## src/hdl/limit_order_matcher_macros.svh

```systemverilog
// Assertion macros for the limit order matcher.
// Used by the modules that carry concurrent checks; needs i_clk and i_rst_n in scope.
`ifndef LIMIT_ORDER_MATCHER_MACROS_SVH
`define LIMIT_ORDER_MATCHER_MACROS_SVH
`ifndef ASSERT_OFF
`define LOM_ASSERT_IMP(lbl, ante, cons) \
    lbl: assert property (@(posedge i_clk) disable iff (!i_rst_n) (ante) |-> (cons)) \
        else $error("assertion failed");
`define LOM_ASSERT_NXT(lbl, ante, cons) \
    lbl: assert property (@(posedge i_clk) disable iff (!i_rst_n) (ante) |=> (cons)) \
        else $error("assertion failed");
`else
`define LOM_ASSERT_IMP(lbl, ante, cons)
`define LOM_ASSERT_NXT(lbl, ante, cons)
`endif
`endif

```

## src/hdl/lom_pkg.sv

```systemverilog
// Shared types for the limit order matcher.
// Command and status groups between controller and datapath; no dependencies.
package lom_pkg;

    typedef struct packed {
        logic load;
        logic rd_en;
        logic rd_sum;
        logic scan_clr;
        logic fill;
        logic rest;
        logic out_load;
        logic out_final;
    } t_cmd;

    typedef struct packed {
        logic qty_zero;
        logic found;
        logic have_pend;
        logic out_free;
        logic fill_ends;
    } t_status;

endpackage

```

## src/hdl/lom_ctrl.sv

```systemverilog
// Controller for the limit order matcher: sequences match scans, fills,
// resting and the book summary scan. Uses lom_pkg and the assertion macros.
`include "limit_order_matcher_macros.svh"
module lom_ctrl #(
    parameter int BOOK_CAPACITY = 64
) (
    input  logic                             i_clk,
    input  logic                             i_rst_n,
    input  logic                             i_s_tvalid,
    output logic                             o_s_tready,
    input  lom_pkg::t_status                 i_status,
    output lom_pkg::t_cmd                    o_cmd,
    output logic [$clog2(BOOK_CAPACITY)-1:0] o_rd_addr
);

    localparam int AW = $clog2(BOOK_CAPACITY);
    localparam int NW = $clog2(BOOK_CAPACITY + 1);

    localparam logic [3:0] S_IDLE  = 4'd0;
    localparam logic [3:0] S_START = 4'd1;
    localparam logic [3:0] S_MSCAN = 4'd2;
    localparam logic [3:0] S_MDEC  = 4'd3;
    localparam logic [3:0] S_EMIT  = 4'd4;
    localparam logic [3:0] S_FILL  = 4'd5;
    localparam logic [3:0] S_REST  = 4'd6;
    localparam logic [3:0] S_SSCAN = 4'd7;
    localparam logic [3:0] S_FINAL = 4'd8;

    logic [3:0]    r_state, n_state;
    logic [NW-1:0] r_cnt, n_cnt;
    logic          w_scan, w_scan_end;

    assign w_scan     = (r_state == S_MSCAN) || (r_state == S_SSCAN);
    assign w_scan_end = (r_cnt == NW'(BOOK_CAPACITY));
    assign o_s_tready = (r_state == S_IDLE);
    assign o_rd_addr  = r_cnt[AW-1:0];

    always_comb begin
        n_state = r_state;
        n_cnt   = r_cnt;
        o_cmd   = '0;
        o_cmd.rd_en    = w_scan && !w_scan_end;
        o_cmd.rd_sum   = (r_state == S_SSCAN);
        o_cmd.scan_clr = w_scan && (r_cnt == '0);
        if (w_scan) begin
            n_cnt = r_cnt + NW'(1);
        end
        case (r_state)
            S_IDLE: begin
                if (i_s_tvalid) begin
                    o_cmd.load = 1'b1;
                    n_state = S_START;
                end
            end
            S_START: begin
                n_cnt   = '0;
                n_state = i_status.qty_zero ? S_REST : S_MSCAN;
            end
            S_MSCAN: begin
                if (w_scan_end) begin
                    n_state = S_MDEC;
                end
            end
            S_MDEC: begin
                if (!i_status.found) begin
                    n_state = S_REST;
                end else if (i_status.have_pend) begin
                    n_state = S_EMIT;
                end else begin
                    n_state = S_FILL;
                end
            end
            S_EMIT: begin
                if (i_status.out_free) begin
                    o_cmd.out_load = 1'b1;
                    n_state = S_FILL;
                end
            end
            S_FILL: begin
                o_cmd.fill = 1'b1;
                n_cnt   = '0;
                n_state = i_status.fill_ends ? S_REST : S_MSCAN;
            end
            S_REST: begin
                o_cmd.rest = 1'b1;
                n_cnt   = '0;
                n_state = S_SSCAN;
            end
            S_SSCAN: begin
                if (w_scan_end) begin
                    n_state = S_FINAL;
                end
            end
            S_FINAL: begin
                if (i_status.out_free) begin
                    o_cmd.out_load  = 1'b1;
                    o_cmd.out_final = 1'b1;
                    n_state = S_IDLE;
                end
            end
            default: begin
                n_state = S_IDLE;
            end
        endcase
    end

    always_ff @(posedge i_clk) begin
        if (!i_rst_n) begin
            r_state <= S_IDLE;
            r_cnt   <= '0;
        end else begin
            r_state <= n_state;
            r_cnt   <= n_cnt;
        end
    end

    `LOM_ASSERT_IMP(a_load_free, o_cmd.out_load, i_status.out_free)
    `LOM_ASSERT_NXT(a_accept_start, i_s_tvalid && o_s_tready, r_state == S_START)
    `LOM_ASSERT_NXT(a_mscan_dec, (r_state == S_MSCAN) && w_scan_end, r_state == S_MDEC)
    `LOM_ASSERT_IMP(a_fill_found, o_cmd.fill, !i_status.qty_zero)

endmodule

```

## config.mk

```make
export PLATFORM = sky130hd
export DESIGN_NAME = lom_ctrl
export DESIGN_NICKNAME = d
export VERILOG_FILES = /design/src/hdl/lom_pkg.sv /design/src/hdl/lom_ctrl.sv
export VERILOG_INCLUDE_DIRS = /design/src /design/src/hdl
export SDC_FILE = /design/constraint.sdc
export NUM_CORES = 1
export LEC_CHECK = 0
export BUFFER_PORTS_ARGS = -buffer_cell sky130_fd_sc_hd__buf_2
export CORE_MARGIN = 5
export CORE_UTILIZATION = 25
export CTS_BUF_LIST = sky130_fd_sc_hd__clkbuf_2 sky130_fd_sc_hd__clkbuf_4 sky130_fd_sc_hd__clkbuf_8
export DETAILED_ROUTE_END_ITERATION = 8
export HOLD_SLACK_MARGIN = 0.06
export PLACE_DENSITY_LB_ADDON = 0.25
export REMOVE_ABC_BUFFERS = 1
export SETUP_SLACK_MARGIN = 0.2
export SLEW_MARGIN = 10
export SYNTH_ARGS = -nofsm -noshare
export SYNTH_HDL_FRONTEND = slang
export SYNTH_SLANG_ARGS = --single-unit
export TNS_END_PERCENT = 100
```

## constraint.sdc

```tcl
create_clock -name i_clk -period 1.7 [get_ports i_clk]
set_input_delay 0.255 -clock i_clk [delete_from_list [all_inputs] [get_ports i_clk]]
set_output_delay 0.255 -clock i_clk [all_outputs]
set_load 0.05 [all_outputs]
```

==> qor.csv <==
stage;metric;value;unit
timing;setup_tns;-0.00602;ns
floorplanning;num_rows;20;
synthesis;synth_top_area_cell;dfxtp_1;
timing;slew_viol_final;0;
setup_path;cp_slowest_cell;or4b_4;
route;wire_per_inst;13.3;microns
timing;min_period;1.71;ns
clock_tree;clock_path_buffers;2;
route;via_count;791;
synthesis;synth_edf_count;0;
setup_path;path_max_fanout;4;
synthesis;post_synth.cell_area_avg;8.16;sq um
finish;final_layout_size_suffix_gt1_frac;0.588;
synthesis;synth.cells.most_frequent;dfxtp_1, nor2_1, xnor2_1, buf_4;
run_status;status;complete, but fails checks;
global_routing;grt_most_used_layer;met2;
setup_path;critPathTopFamily;simple AND/OR/NAND/NOR gates;
setup_path;crit_buf_inv;1;
clock_tree;cts.sinks;11;
synthesis;ys_warn_count;0;
route;vias_per_cell;4.82;
setup_path;reg2reg_from;r_cnt[3];
finish;utilization;0.438;
placement;pre_cts_slack;0.104;ns
setup_path;crit_cells;3;
finish;final_nets;142;
floorplanning;die_area;4280;sq um
global_routing;met1_usage;0.116;
setup_path;rr_endpoint;r_state[2];
pwr;p_total;2.02;mW
placement;dp_hpwl;1.47;mm
timing;rsz0062_at_grt;true;
global_routing;grt_pass1_vias;827;
pwr;netSwitchingPower;0.952;mW
clock_tree;clk_latency;0.27;ns
timing;fin_ws;-0.00602;ns
route;ant_nets;0;
min_path;min_to;r_state[2];
pwr;comb_power_share;0.711;
placement;placed_cells;148;
finish;antenna_cells;0;
floorplanning;fp.dieW;65.4;microns
setup_path;crit_required;1.44;ns
setup_path;r2r_slack;0.14;ns
global_routing;grt_usage;0.110;
clock_tree;cts_made_buffers;3;
floorplanning;ios;23;
setup_path;rr_worst_depth;7;
synthesis;ys_async_sr_fraction;0;
timing;slew_headroom;0.784;
route;dr.pass1.iters;4;
route;wirelength;2.18;mm
setup_path;startpoint_type;register;
clock_tree;cts_htree_levels;1;
placement;place_congestion;0.765;
global_routing;grt-ovfl-total;0;
timing;period_share;1.00;
floorplanning;start_util;0.255;
floorplanning;core;3000;sq um
timing;final-setup-viol-count;1;
global_routing;gr-usage-met3;0.0462;
pwr;intPower;1.07;mW
global_routing;grt_max_degree;8;
pwr;power_frac_seq;0.192;
synthesis;yosysTopAreaCellShare;0.287;
finish;design_area;1320;sq um
synthesis;synth.most_common_cell;dfxtp_1;
synthesis;ys_seq_area_frac;0.287;
clock_tree;clk_pin_slew;0.07;ns
placement;dpl-instance-area;911;sq um
route;drc;0;
setup_path;endpoint_kind;output pin;
clock_tree;cts_tree;yes;
pwr;p_leak;0.517;nW
finish;final_cell_count_no_fill;164;
global_routing;grtUsageMet2;0.202;
setup_path;cp.arrival;1.45;ns
synthesis;synthTopCellsByArea;dfxtp_1, xnor2_1, buf_4;
pwr;ir_drop;0.629;mV
pwr;p_sw_frac;0.471;
run_status;failed_checks;negative setup slack;
timing;tightest_slew;0.324;ns
synthesis;ys.flop_type;dfxtp_1;
timing;fmax;586;MHz
synthesis;synth_seq_cells;11;
global_routing;antenna_found_initial;0;
clock_tree;cts_root_buffer;clkbuf_4;
placement;io_buffers;22;
setup_path;crit_chain;or4b_4 > nor2_4 > buf_6;
route;drt-initial-drc-count;48;
run;maxCapViolations;0;
timing;finalHoldViolations;0;
timing;holdWs;0.279;ns
min_path;min_path_cells;3;
finish;syn_to_final_growth;71.5;%
synthesis;synthCells;94;
pwr;power.density;1540;nW/um^2
pwr;power_frac_clock;0.097;
timing;fin_worst_skew;0.00220;ns
synthesis;syn_area;767;sq um
min_path;worstHoldPathType;input port to register;
setup_path;max_stage_delay;0.56;ns
global_routing;grt_pass1_wl;3.66;mm
synthesis;synth_cell_types;35;
floorplanning;die_h;65.4;microns
min_path;hold_path_startpoint;i_rst_n;
setup_path;critical_path_class;register to output pin;
state kept, by name, summed over array words and instances (netlist names):
name	cells
r_state	4
r_cnt	7
power groups by stage:
| stage | combinational [mW] | sequential [mW] | clock, mW |
|---|---|---|---|
| 2_1_floorplan | 0.573 | 0.422 | 0 |
| 6_report | 1.44 | 0.388 | 0.196 |
| 3_5_place_dp | 0.906 | 0.384 | 0 |
| 4_1_cts | 1.31 | 0.377 | 0.205 |
| 3_3_place_gp | 0.899 | 0.380 | 0 |
| 5_1_grt | 1.52 | 0.397 | 0.220 |
logic make-up (layout without fill, tap and decap cells):
kind of cell,Yosys count,after routing,synth area share
multiplexers,3,3,0.0408
XOR/XNOR,8,8,0.0914
buffers and inverters,16,53,0.132
adder cells (fa/ha/maj),2,2,0.0326
AO/OA/AOI/OAI,11,11,0.108
AND/OR/NAND/NOR,43,43,0.308
flip-flops,11,11,0.287
cells in the final DEF, fill, tap and decap left out, types with 2 or more instances in the layout:
| cell type | count |
|---|---|
| buf_2 | 13 |
| clkbuf_4 | 4 |
| nand2_1 | 4 |
| mux2i_1 | 2 |
| nor2b_1 | 2 |
| dfxtp_2 | 5 |
| dfxtp_4 | 3 |
| buf_6 | 11 |
| ha_1 | 2 |
| o21ai_1 | 2 |
| nor2_4 | 3 |
| dfxtp_1 | 3 |
| buf_4 | 17 |
| o21ai_0 | 2 |
| nor2_1 | 8 |
| nor3_4 | 3 |
| inv_1 | 5 |
| nand3_1 | 5 |
| and2_4 | 2 |
| xnor2_1 | 6 |
| nor3_1 | 2 |
| nor4_2 | 3 |
| buf_8 | 2 |
what timing repair did:
| item | CTS | global route |
|---|---|---|
| hold buffers | 0 | 0 |
| resized for setup | 52 | 17 |
| pin swaps | 11 | 7 |
| setup buffers | 10 | 2 |
| setup endpoints to repair | 13 | 14 |
layout make-up:
type / instances / area [sq um]
Clock buffer: 4 / 30.0
Timing Repair Buffer: 44 / 367
Tap cell: 33 / 41.3
Fill cell: 297 / 1690
Sequential cell: 11 / 238
Inverter: 5 / 18.8
Multi-Input combinational cell: 67 / 621
worst max path at each step:
stage | startpoint | end | slack [ns]
finish | r_state[0] | o_cmd[0] | -0.006
global route | r_state[0] | o_cmd[0] | -0.06
CTS | r_state[2] | o_cmd[0] | -0.02
detailed placement | r_state[0] | o_cmd[7] | 0.10
global placement | r_state[2] | r_state[0] | 0.14
floorplan | r_state[0] | o_cmd[7] | -0.91
worst min-delay path: stages:
cell and delay, ns:
buf_2 0.14, nand2_1 0.07, mux2i_1 0.05
layer usage:
metal / up-vias / wire, microns
li1: 398 / -
met1: 367 / 936
met2: 24 / 1070
met3: 2 / 163
met4: 0 / 13
met5: - / 0
Note: power is estimated with default switching activity, not from simulation.
