$ cat src/hdl/limit_order_matcher_macros.svh
// Assertion macros for the limit order matcher.
// Used by the modules that carry concurrent checks; needs i_clk and i_rst_n in scope.
`ifndef LIMIT_ORDER_MATCHER_MACROS_SVH
`define LIMIT_ORDER_MATCHER_MACROS_SVH
`ifndef ASSERT_OFF
`define LOM_ASSERT_IMP(lbl, ante, cons) \
    lbl: assert property (@(posedge i_clk) disable iff (!i_rst_n) (ante) |-> (cons)) \
        else $error("assertion failed");
`define LOM_ASSERT_NXT(lbl, ante, cons) \
    lbl: assert property (@(posedge i_clk) disable iff (!i_rst_n) (ante) |=> (cons)) \
        else $error("assertion failed");
`else
`define LOM_ASSERT_IMP(lbl, ante, cons)
`define LOM_ASSERT_NXT(lbl, ante, cons)
`endif
`endif

$ cat src/hdl/lom_pkg.sv
// Shared types for the limit order matcher.
// Command and status groups between controller and datapath; no dependencies.
package lom_pkg;

    typedef struct packed {
        logic load;
        logic rd_en;
        logic rd_sum;
        logic scan_clr;
        logic fill;
        logic rest;
        logic out_load;
        logic out_final;
    } t_cmd;

    typedef struct packed {
        logic qty_zero;
        logic found;
        logic have_pend;
        logic out_free;
        logic fill_ends;
    } t_status;

endpackage

$ cat src/hdl/lom_ram.sv
// Generic single-port-write, single-port-read RAM with registered read data.
// No dependencies.
module lom_ram #(
    parameter int WIDTH = 8,
    parameter int DEPTH = 16
) (
    input  logic                     i_clk,
    input  logic                     i_we,
    input  logic [$clog2(DEPTH)-1:0] i_waddr,
    input  logic [WIDTH-1:0]         i_wdata,
    input  logic [$clog2(DEPTH)-1:0] i_raddr,
    output logic [WIDTH-1:0]         o_rdata
);

    logic [WIDTH-1:0] r_mem [DEPTH];
    logic [WIDTH-1:0] r_rdata;

    always_ff @(posedge i_clk) begin
        if (i_we) begin
            r_mem[i_waddr] <= i_wdata;
        end
        r_rdata <= r_mem[i_raddr];
    end

    assign o_rdata = r_rdata;

endmodule

$ cat src/hdl/lom_dp.sv
// Datapath for the limit order matcher: entry RAM, valid bits, scan
// accumulators, fill arithmetic and the output register. Uses lom_pkg, lom_ram.
module lom_dp #(
    parameter int BOOK_CAPACITY = 64,
    parameter int PRICE_BITS    = 16,
    parameter int QTY_BITS      = 16
) (
    input  logic                             i_clk,
    input  logic                             i_rst_n,
    input  lom_pkg::t_cmd                    i_cmd,
    input  logic [$clog2(BOOK_CAPACITY)-1:0] i_rd_addr,
    output lom_pkg::t_status                 o_status,
    input  logic                             i_side,
    input  logic [PRICE_BITS-1:0]            i_price,
    input  logic [QTY_BITS-1:0]              i_qty,
    input  logic                             i_m_tready,
    output logic                             o_m_tvalid,
    output logic                             o_trade_valid,
    output logic                             o_last,
    output logic [5*PRICE_BITS+QTY_BITS+35:0] o_fields
);

    localparam int P  = PRICE_BITS;
    localparam int Q  = QTY_BITS;
    localparam int AW = $clog2(BOOK_CAPACITY);
    localparam int NW = $clog2(BOOK_CAPACITY + 1);
    localparam int EW = 33 + P + Q;
    localparam int OW = 5 * P + Q + 36;

    logic [BOOK_CAPACITY-1:0] r_used;
    logic [31:0]   r_next_seq, r_id;
    logic          r_side;
    logic [P-1:0]  r_price;
    logic [Q-1:0]  r_qty;
    logic          r_acc_vld, r_acc_sum;
    logic [AW-1:0] r_acc_idx;
    logic          r_found;
    logic [AW-1:0] r_bidx;
    logic [EW-1:0] r_bent;
    logic          r_free_found;
    logic [AW-1:0] r_free_idx;
    logic [NW-1:0] r_nfill;
    logic          r_pend;
    logic [P-1:0]  r_pprice;
    logic [Q-1:0]  r_pqty;
    logic          r_dropped;
    logic          r_hb, r_ha;
    logic [P-1:0]  r_maxb, r_minb, r_maxa, r_mina;
    logic          r_ovld, r_otv, r_olast;
    logic [OW-1:0] r_odata;

    logic [EW-1:0] w_rdata, w_wdata;
    logic          w_we;
    logic [AW-1:0] w_waddr;
    logic          w_d_sell, w_b_sell, w_d_used;
    logic [P-1:0]  w_d_price, w_b_price;
    logic [Q-1:0]  w_b_rem, w_fill;
    logic [31:0]   w_d_seq, w_b_seq;
    logic          w_cand, w_better, w_do_rest;
    logic [P:0]    w_mid_sum, w_depth;
    logic [OW-1:0] w_odata;

    assign w_d_sell  = w_rdata[0];
    assign w_d_price = w_rdata[P:1];
    assign w_d_seq   = w_rdata[EW-1:P+Q+1];
    assign w_b_sell  = r_bent[0];
    assign w_b_price = r_bent[P:1];
    assign w_b_rem   = r_bent[P+Q:P+1];
    assign w_b_seq   = r_bent[EW-1:P+Q+1];
    assign w_d_used  = r_used[r_acc_idx];

    assign w_fill    = (r_qty < w_b_rem) ? r_qty : w_b_rem;
    assign w_do_rest = i_cmd.rest && (r_qty != '0) && r_free_found;
    assign w_we      = i_cmd.fill || w_do_rest;
    assign w_waddr   = i_cmd.fill ? r_bidx : r_free_idx;
    assign w_wdata   = i_cmd.fill ? {w_b_seq, w_b_rem - w_fill, w_b_price, w_b_sell}
                                  : {r_id, r_qty, r_price, r_side};

    lom_ram #(
        .WIDTH(EW),
        .DEPTH(BOOK_CAPACITY)
    ) u_ram (
        .i_clk  (i_clk),
        .i_we   (w_we),
        .i_waddr(w_waddr),
        .i_wdata(w_wdata),
        .i_raddr(i_rd_addr),
        .o_rdata(w_rdata)
    );

    assign w_cand = w_d_used && (w_d_sell != r_side) &&
                    (r_side ? (w_d_price >= r_price) : (w_d_price <= r_price));
    always_comb begin
        if (!r_found) begin
            w_better = 1'b1;
        end else if (w_d_price == w_b_price) begin
            w_better = w_d_seq < w_b_seq;
        end else begin
            w_better = r_side ? (w_d_price > w_b_price) : (w_d_price < w_b_price);
        end
    end

    assign w_mid_sum = {1'b0, r_mina} + {1'b0, r_maxb};
    assign w_depth   = {1'b0, r_maxa} - {1'b0, r_minb};

    always_comb begin
        w_odata = '0;
        if (!i_cmd.out_final || r_pend) begin
            w_odata[P-1:0]        = r_pprice;
            w_odata[P+Q-1:P]      = r_pqty;
        end
        w_odata[P+Q+31:P+Q] = r_id;
        if (i_cmd.out_final) begin
            w_odata[2*P+Q+31:P+Q+32]   = r_hb ? r_maxb : '0;
            w_odata[3*P+Q+31:2*P+Q+32] = r_ha ? r_mina : '0;
            w_odata[3*P+Q+32]          = r_hb;
            w_odata[3*P+Q+33]          = r_ha;
            if (r_hb && r_ha) begin
                w_odata[4*P+Q+33:3*P+Q+34] = w_mid_sum[P:1];
                w_odata[5*P+Q+34:4*P+Q+34] = w_depth;
            end
            w_odata[5*P+Q+35] = r_dropped;
        end
    end

    always_ff @(posedge i_clk) begin
        if (!i_rst_n) begin
            r_used     <= '0;
            r_next_seq <= '0;
            r_acc_vld  <= 1'b0;
            r_ovld     <= 1'b0;
            r_pend     <= 1'b0;
        end else begin
            r_acc_vld <= i_cmd.rd_en;
            if (i_cmd.load) begin
                r_next_seq <= r_next_seq + 32'd1;
                r_pend     <= 1'b0;
            end
            if (i_cmd.fill) begin
                r_pend <= 1'b1;
                if (w_fill == w_b_rem) begin
                    r_used[r_bidx] <= 1'b0;
                end
            end
            if (w_do_rest) begin
                r_used[r_free_idx] <= 1'b1;
            end
            if (i_cmd.out_load) begin
                r_ovld <= 1'b1;
            end else if (i_m_tready) begin
                r_ovld <= 1'b0;
            end
        end
    end

    always_ff @(posedge i_clk) begin
        r_acc_sum <= i_cmd.rd_sum;
        r_acc_idx <= i_rd_addr;
        if (i_cmd.load) begin
            r_id      <= r_next_seq;
            r_side    <= i_side;
            r_price   <= i_price;
            r_qty     <= i_qty;
            r_nfill   <= '0;
            r_dropped <= 1'b0;
        end
        if (i_cmd.scan_clr && !i_cmd.rd_sum) begin
            r_found      <= 1'b0;
            r_free_found <= 1'b0;
        end else if (r_acc_vld && !r_acc_sum) begin
            if (w_cand && w_better) begin
                r_found <= 1'b1;
                r_bidx  <= r_acc_idx;
                r_bent  <= w_rdata;
            end
            if (!w_d_used && !r_free_found) begin
                r_free_found <= 1'b1;
                r_free_idx   <= r_acc_idx;
            end
        end
        if (i_cmd.fill) begin
            r_pprice <= w_b_price;
            r_pqty   <= w_fill;
            r_qty    <= r_qty - w_fill;
            r_nfill  <= r_nfill + NW'(1);
            if ((w_fill == w_b_rem) && (!r_free_found || (r_bidx < r_free_idx))) begin
                r_free_found <= 1'b1;
                r_free_idx   <= r_bidx;
            end
        end
        if (i_cmd.rest && (r_qty != '0) && !r_free_found) begin
            r_dropped <= 1'b1;
        end
        if (i_cmd.scan_clr && i_cmd.rd_sum) begin
            r_hb <= 1'b0;
            r_ha <= 1'b0;
        end else if (r_acc_vld && r_acc_sum && w_d_used) begin
            if (w_d_sell) begin
                r_ha <= 1'b1;
                if (!r_ha || (w_d_price < r_mina)) r_mina <= w_d_price;
                if (!r_ha || (w_d_price > r_maxa)) r_maxa <= w_d_price;
            end else begin
                r_hb <= 1'b1;
                if (!r_hb || (w_d_price < r_minb)) r_minb <= w_d_price;
                if (!r_hb || (w_d_price > r_maxb)) r_maxb <= w_d_price;
            end
        end
        if (i_cmd.out_load) begin
            r_odata <= w_odata;
            r_otv   <= !i_cmd.out_final || r_pend;
            r_olast <= i_cmd.out_final;
        end
    end

    assign o_status.qty_zero  = (r_qty == '0);
    assign o_status.found     = r_found;
    assign o_status.have_pend = r_pend;
    assign o_status.out_free  = !r_ovld || i_m_tready;
    assign o_status.fill_ends = (r_qty <= w_b_rem) || (r_nfill == NW'(BOOK_CAPACITY - 1));

    assign o_m_tvalid    = r_ovld;
    assign o_trade_valid = r_otv;
    assign o_last        = r_olast;
    assign o_fields      = r_odata;

endmodule

$ cat config.mk
export PLATFORM = sky130hd
export DESIGN_NAME = lom_dp
export DESIGN_NICKNAME = d
export VERILOG_FILES = /design/src/hdl/limit_order_matcher_macros.svh /design/src/hdl/lom_pkg.sv /design/src/hdl/lom_ram.sv /design/src/hdl/lom_dp.sv
export SDC_FILE = /design/constraint.sdc
export NUM_CORES = 2
export LEC_CHECK = 0
export BUFFER_PORTS_ARGS = -buffer_cell sky130_fd_sc_hd__buf_4
export CAP_MARGIN = 40
export CELL_PAD_IN_SITES_DETAIL_PLACEMENT = 1
export CELL_PAD_IN_SITES_GLOBAL_PLACEMENT = 2
export CORE_MARGIN = 1.5
export CORE_UTILIZATION = 40
export CTS_BUF_LIST = sky130_fd_sc_hd__clkbuf_16
export CTS_CLUSTER_SIZE = 12
export DETAILED_ROUTE_END_ITERATION = 7
export PLACE_DENSITY_LB_ADDON = 0.1
export SLEW_MARGIN = 30
export SYNTH_ARGS = -nofsm -noshare
export SYNTH_HDL_FRONTEND = slang
export SYNTH_MEMORY_MAX_BITS = 65536
export SYNTH_SLANG_ARGS = --single-unit
$ cat constraint.sdc
create_clock -name i_clk -period 7.5 [get_ports i_clk]
set_input_delay 0.75 -clock i_clk [delete_from_list [all_inputs] [get_ports i_clk]]
set_output_delay 0.75 -clock i_clk [all_outputs]
set_load 0.01 [all_outputs]
==> metrics.yaml <==
outcome:
  status: "finished, final reports clean"
timing:
  period_share_pct: 80.5
  setup_viol: 0
  fmax_mhz: 166
  relSlewSlack_pct: 32.5
  slew_violations: 0
  worst_pin_slew_ns: 1.01
  setup-tns-final_ns: 0
  hold_viol_final: 0
  fin_worst_skew_ns: 0.0507
  rsz0062_at_grt: "false"
  post-route-min-period_ns: 6.03
placed_design:
  place_hpwl_um: 304000
  gp_routability_congestion: 0.783
  portBuffers: 189
  placed_cells: 14511
worst_setup_path:
  startpoint_type: "register"
  path_class: "register to register"
  crit_arrival_ns: 6.87
  cp_slowest_cell: "a21oi_4"
  cp_cell_sequence: "inv_1 -> ha_1 -> nor2b_1 -> o211ai_1 -> a2111oi_1 -> buf_4 -> nor3_2 -> buf_4 -> o21ai_0 -> ha_1 -> a21boi_0 -> o31ai_1 -> maj3_1 -> nor4_1 -> nor2_1 -> o211a_1 -> a31oi_1 -> o22ai_1 -> a21oi_4 -> buf_4"
  cp_num_buf_inv: 4
  crit_path_frequent_cell: "buf_4"
  worstPathMaxFanout: 37
  crit_required_ns: 8.34
  max_stage_delay_ns: 0.58
  end_kind: "register"
  crit_family: "compound AO/OA/AOI/OAI gates"
  r2r_cells: 20
  cp.depth: 20
logic_synthesis:
  synth-edff-count: 4533
  synthCells: 8287
  synthArstFlopShare_pct: 0
  synth_seq_area_share_pct: 76.0
  ys.flop_type: "edfxtp_1"
  netlist_area_um2: 184000
  synthTopCellsByArea: "edfxtp_1 74%, mux4_2 17%, dfxtp_1 2.0%"
  ys_seq_elements: 4715
  synth_top_area_share_pct: 74.0
  synthDistinctLibCells: 73
  synth_area_per_cell_um2: 22.2
  synth_nets: 8528
  yosysTopAreaCell: "edfxtp_1"
  ys_warn_count: 0
power_and_ir_drop:
  power_density_nw_per_um2: 291
  vdd_drop_max_mv: 0.261
  p_leak_nw: 68.8
routing:
  drt_iter0_markers: 9796
  drc: 0
  drtAntennaViolNets: 0
  wl_um: 559000
  viasPerCell: 5.86
  vias: 90791
  drtPass1Iterations: 5
  wl_per_cell_um: 36.0
global_route:
  overflow: 0
  grt_max_degree: 128
  antenna_found_initial: 23
  grt_usage_pct: 24.0
  first_global_vias: 94678
  grt_pass1_wl_um: 777000
layout:
  fin_cells: 15500
  final_nets: 9199
  layout_commonest_cell: "edfxtp_1"
  drive_gt1_share_pct: 29.0
  areaGrowthSynthToFinish_pct: 15.9
  layout_common_cells: "4,533 x edfxtp_1, 1,386 x mux4_2, 542 x clkbuf_16"
  fillers: 40705
min_path:
  whs_path_depth: 1
  min_path_type: "input pin to register"
floorplan:
  initial_core_util_pct: 40.2
  rows: 248
  io-pin-count: 190
  die_x_um: 681
  core-area_um2: 457000
  die_area_um2: 464000
  die_h_um: 681
clock_network:
  path_clk_slew_ns: 0.06
  cts-buffers-inserted: 528
  root_buffer: "clkbuf_16"
  cts_setup_buffers: 0
  cts.repair.resized: 0
  ctsHoldBuffers: 37
  cts.sinks: 4715
  clock_latency_ns: 1.06
  clockBufferDepth: 4
  cts_tree: "built"
  htreeDepth: 6
run:
  drv_cap: 0
-- worst register-to-register path, cell delays in order, from the launching register on --
cell	delay, ns
edfxtp_1	0.54
inv_1	0.12
ha_1	0.30
nor2b_1	0.13
o211ai_1	0.23
a2111oi_1	0.13
buf_4	0.17
nor3_2	0.23
buf_4	0.35
o21ai_0	0.25
ha_1	0.39
a21boi_0	0.23
o31ai_1	0.10
maj3_1	0.44
nor4_1	0.40
nor2_1	0.13
o211a_1	0.31
a31oi_1	0.19
o22ai_1	0.13
a21oi_4	0.58
buf_4	0.47
-- routing by layer --
metal | up-vias | part of all wire, % | global-route usage (%)
met5 | - | 0 | 0
met2 | 3155 | 50 | 40.2
met1 | 50691 | 43 | 34.3
met4 | 0 | 1.7 | 4.31
li1 | 36311 | - | -
met3 | 634 | 5.5 | 2.84
-- stage by stage --
step	utilization [%]	total power, W	cell area (um2)	setup slack (ns)	hold slack [ns]
after floorplan	-	0.0351	184000	0.00593	0.386
after global placement	42.6	0.0377	195000	1.37	0.400
after detailed placement	43.0	0.0380	196000	1.52	0.397
after CTS	46.6	0.0625	213000	1.47	0.0331
after global routing	46.6	0.0638	213000	1.05	0.0863
final	46.6	0.0619	213000	1.47	0.132
-- worst paths after layout --
kind,startpoint,endpoint,slack (ns)
worst max-delay path,r_bent[18],u_ram.r_mem[12][27],1.47
worst min-delay path,i_cmd[0],o_last,0.13
worst max register to register,r_bent[18],u_ram.r_mem[12][27],1.47
worst min register to register,u_ram.o_rdata[27],r_bent[27],0.41
-- power breakdown --
group / total (W) / switching (W) / internal [W]
Clock: 0.0245 / 0.0106 / 0.0139
Combinational: 0.00625 / 0.00421 / 0.00203
Sequential: 0.0312 / 0.000407 / 0.0308
-- synth_stat cells (10+ instances only) --
cell type	count
buf_1	88
mux4_2	1386
a31oi_1	17
o21a_1	25
nor2_1	181
inv_1	178
nor4_1	11
o211ai_1	16
clkbuf_1	295
nor2b_1	31
a211oi_1	15
or3_1	10
nand2_1	228
o2111ai_1	10
a21o_1	34
nand3_1	51
nand2b_1	39
a21oi_1	93
xnor2_1	40
and2_1	74
mux2i_1	10
o21ai_0	170
a21boi_1	11
nor3_1	35
nand4_1	42
a21boi_0	67
xor2_1	25
mux2_2	40
o31ai_1	10
o22ai_1	13
edfxtp_1	4533
dfxtp_1	182
and3_1	47
ha_1	189
-- final cells by class --
class / instances / area (um2) / area share, %
clock inverter: 397 / 2620 / 1.23
timing repair buffer: 529 / 5830 / 2.74
clock buffer: 542 / 13600 / 6.37
antenna: 8 / 20.0 / 0.00940
tap: 6125 / 7660 / 3.60
sequential: 4715 / 140000 / 65.6
inverter: 179 / 672 / 0.315
multi-input combinational: 3005 / 42900 / 20.1
-- sequential cells by signal, indices dropped and copies added, names as in the netlist, 7 cells and up --
name,cells
o_fields,132
r_bent,65
r_id,32
r_maxa,16
r_maxb,16
r_mina,16
r_minb,16
r_next_seq,32
r_nfill,7
r_pprice,16
r_pqty,16
r_price,16
r_qty,16
r_used,64
u_ram.o_rdata,65
u_ram.r_mem,4160
-- kinds of logic after synthesis --
group	after synthesis	synth area share [%]
fa+ha+maj	196	1.34
simple gates	768	2.01
mux	1436	17.3
flops	4715	76.0
xor+xnor	65	0.310
buf+inv	567	1.17
compound gates	540	1.88
Power figures use the tool's default switching activity.
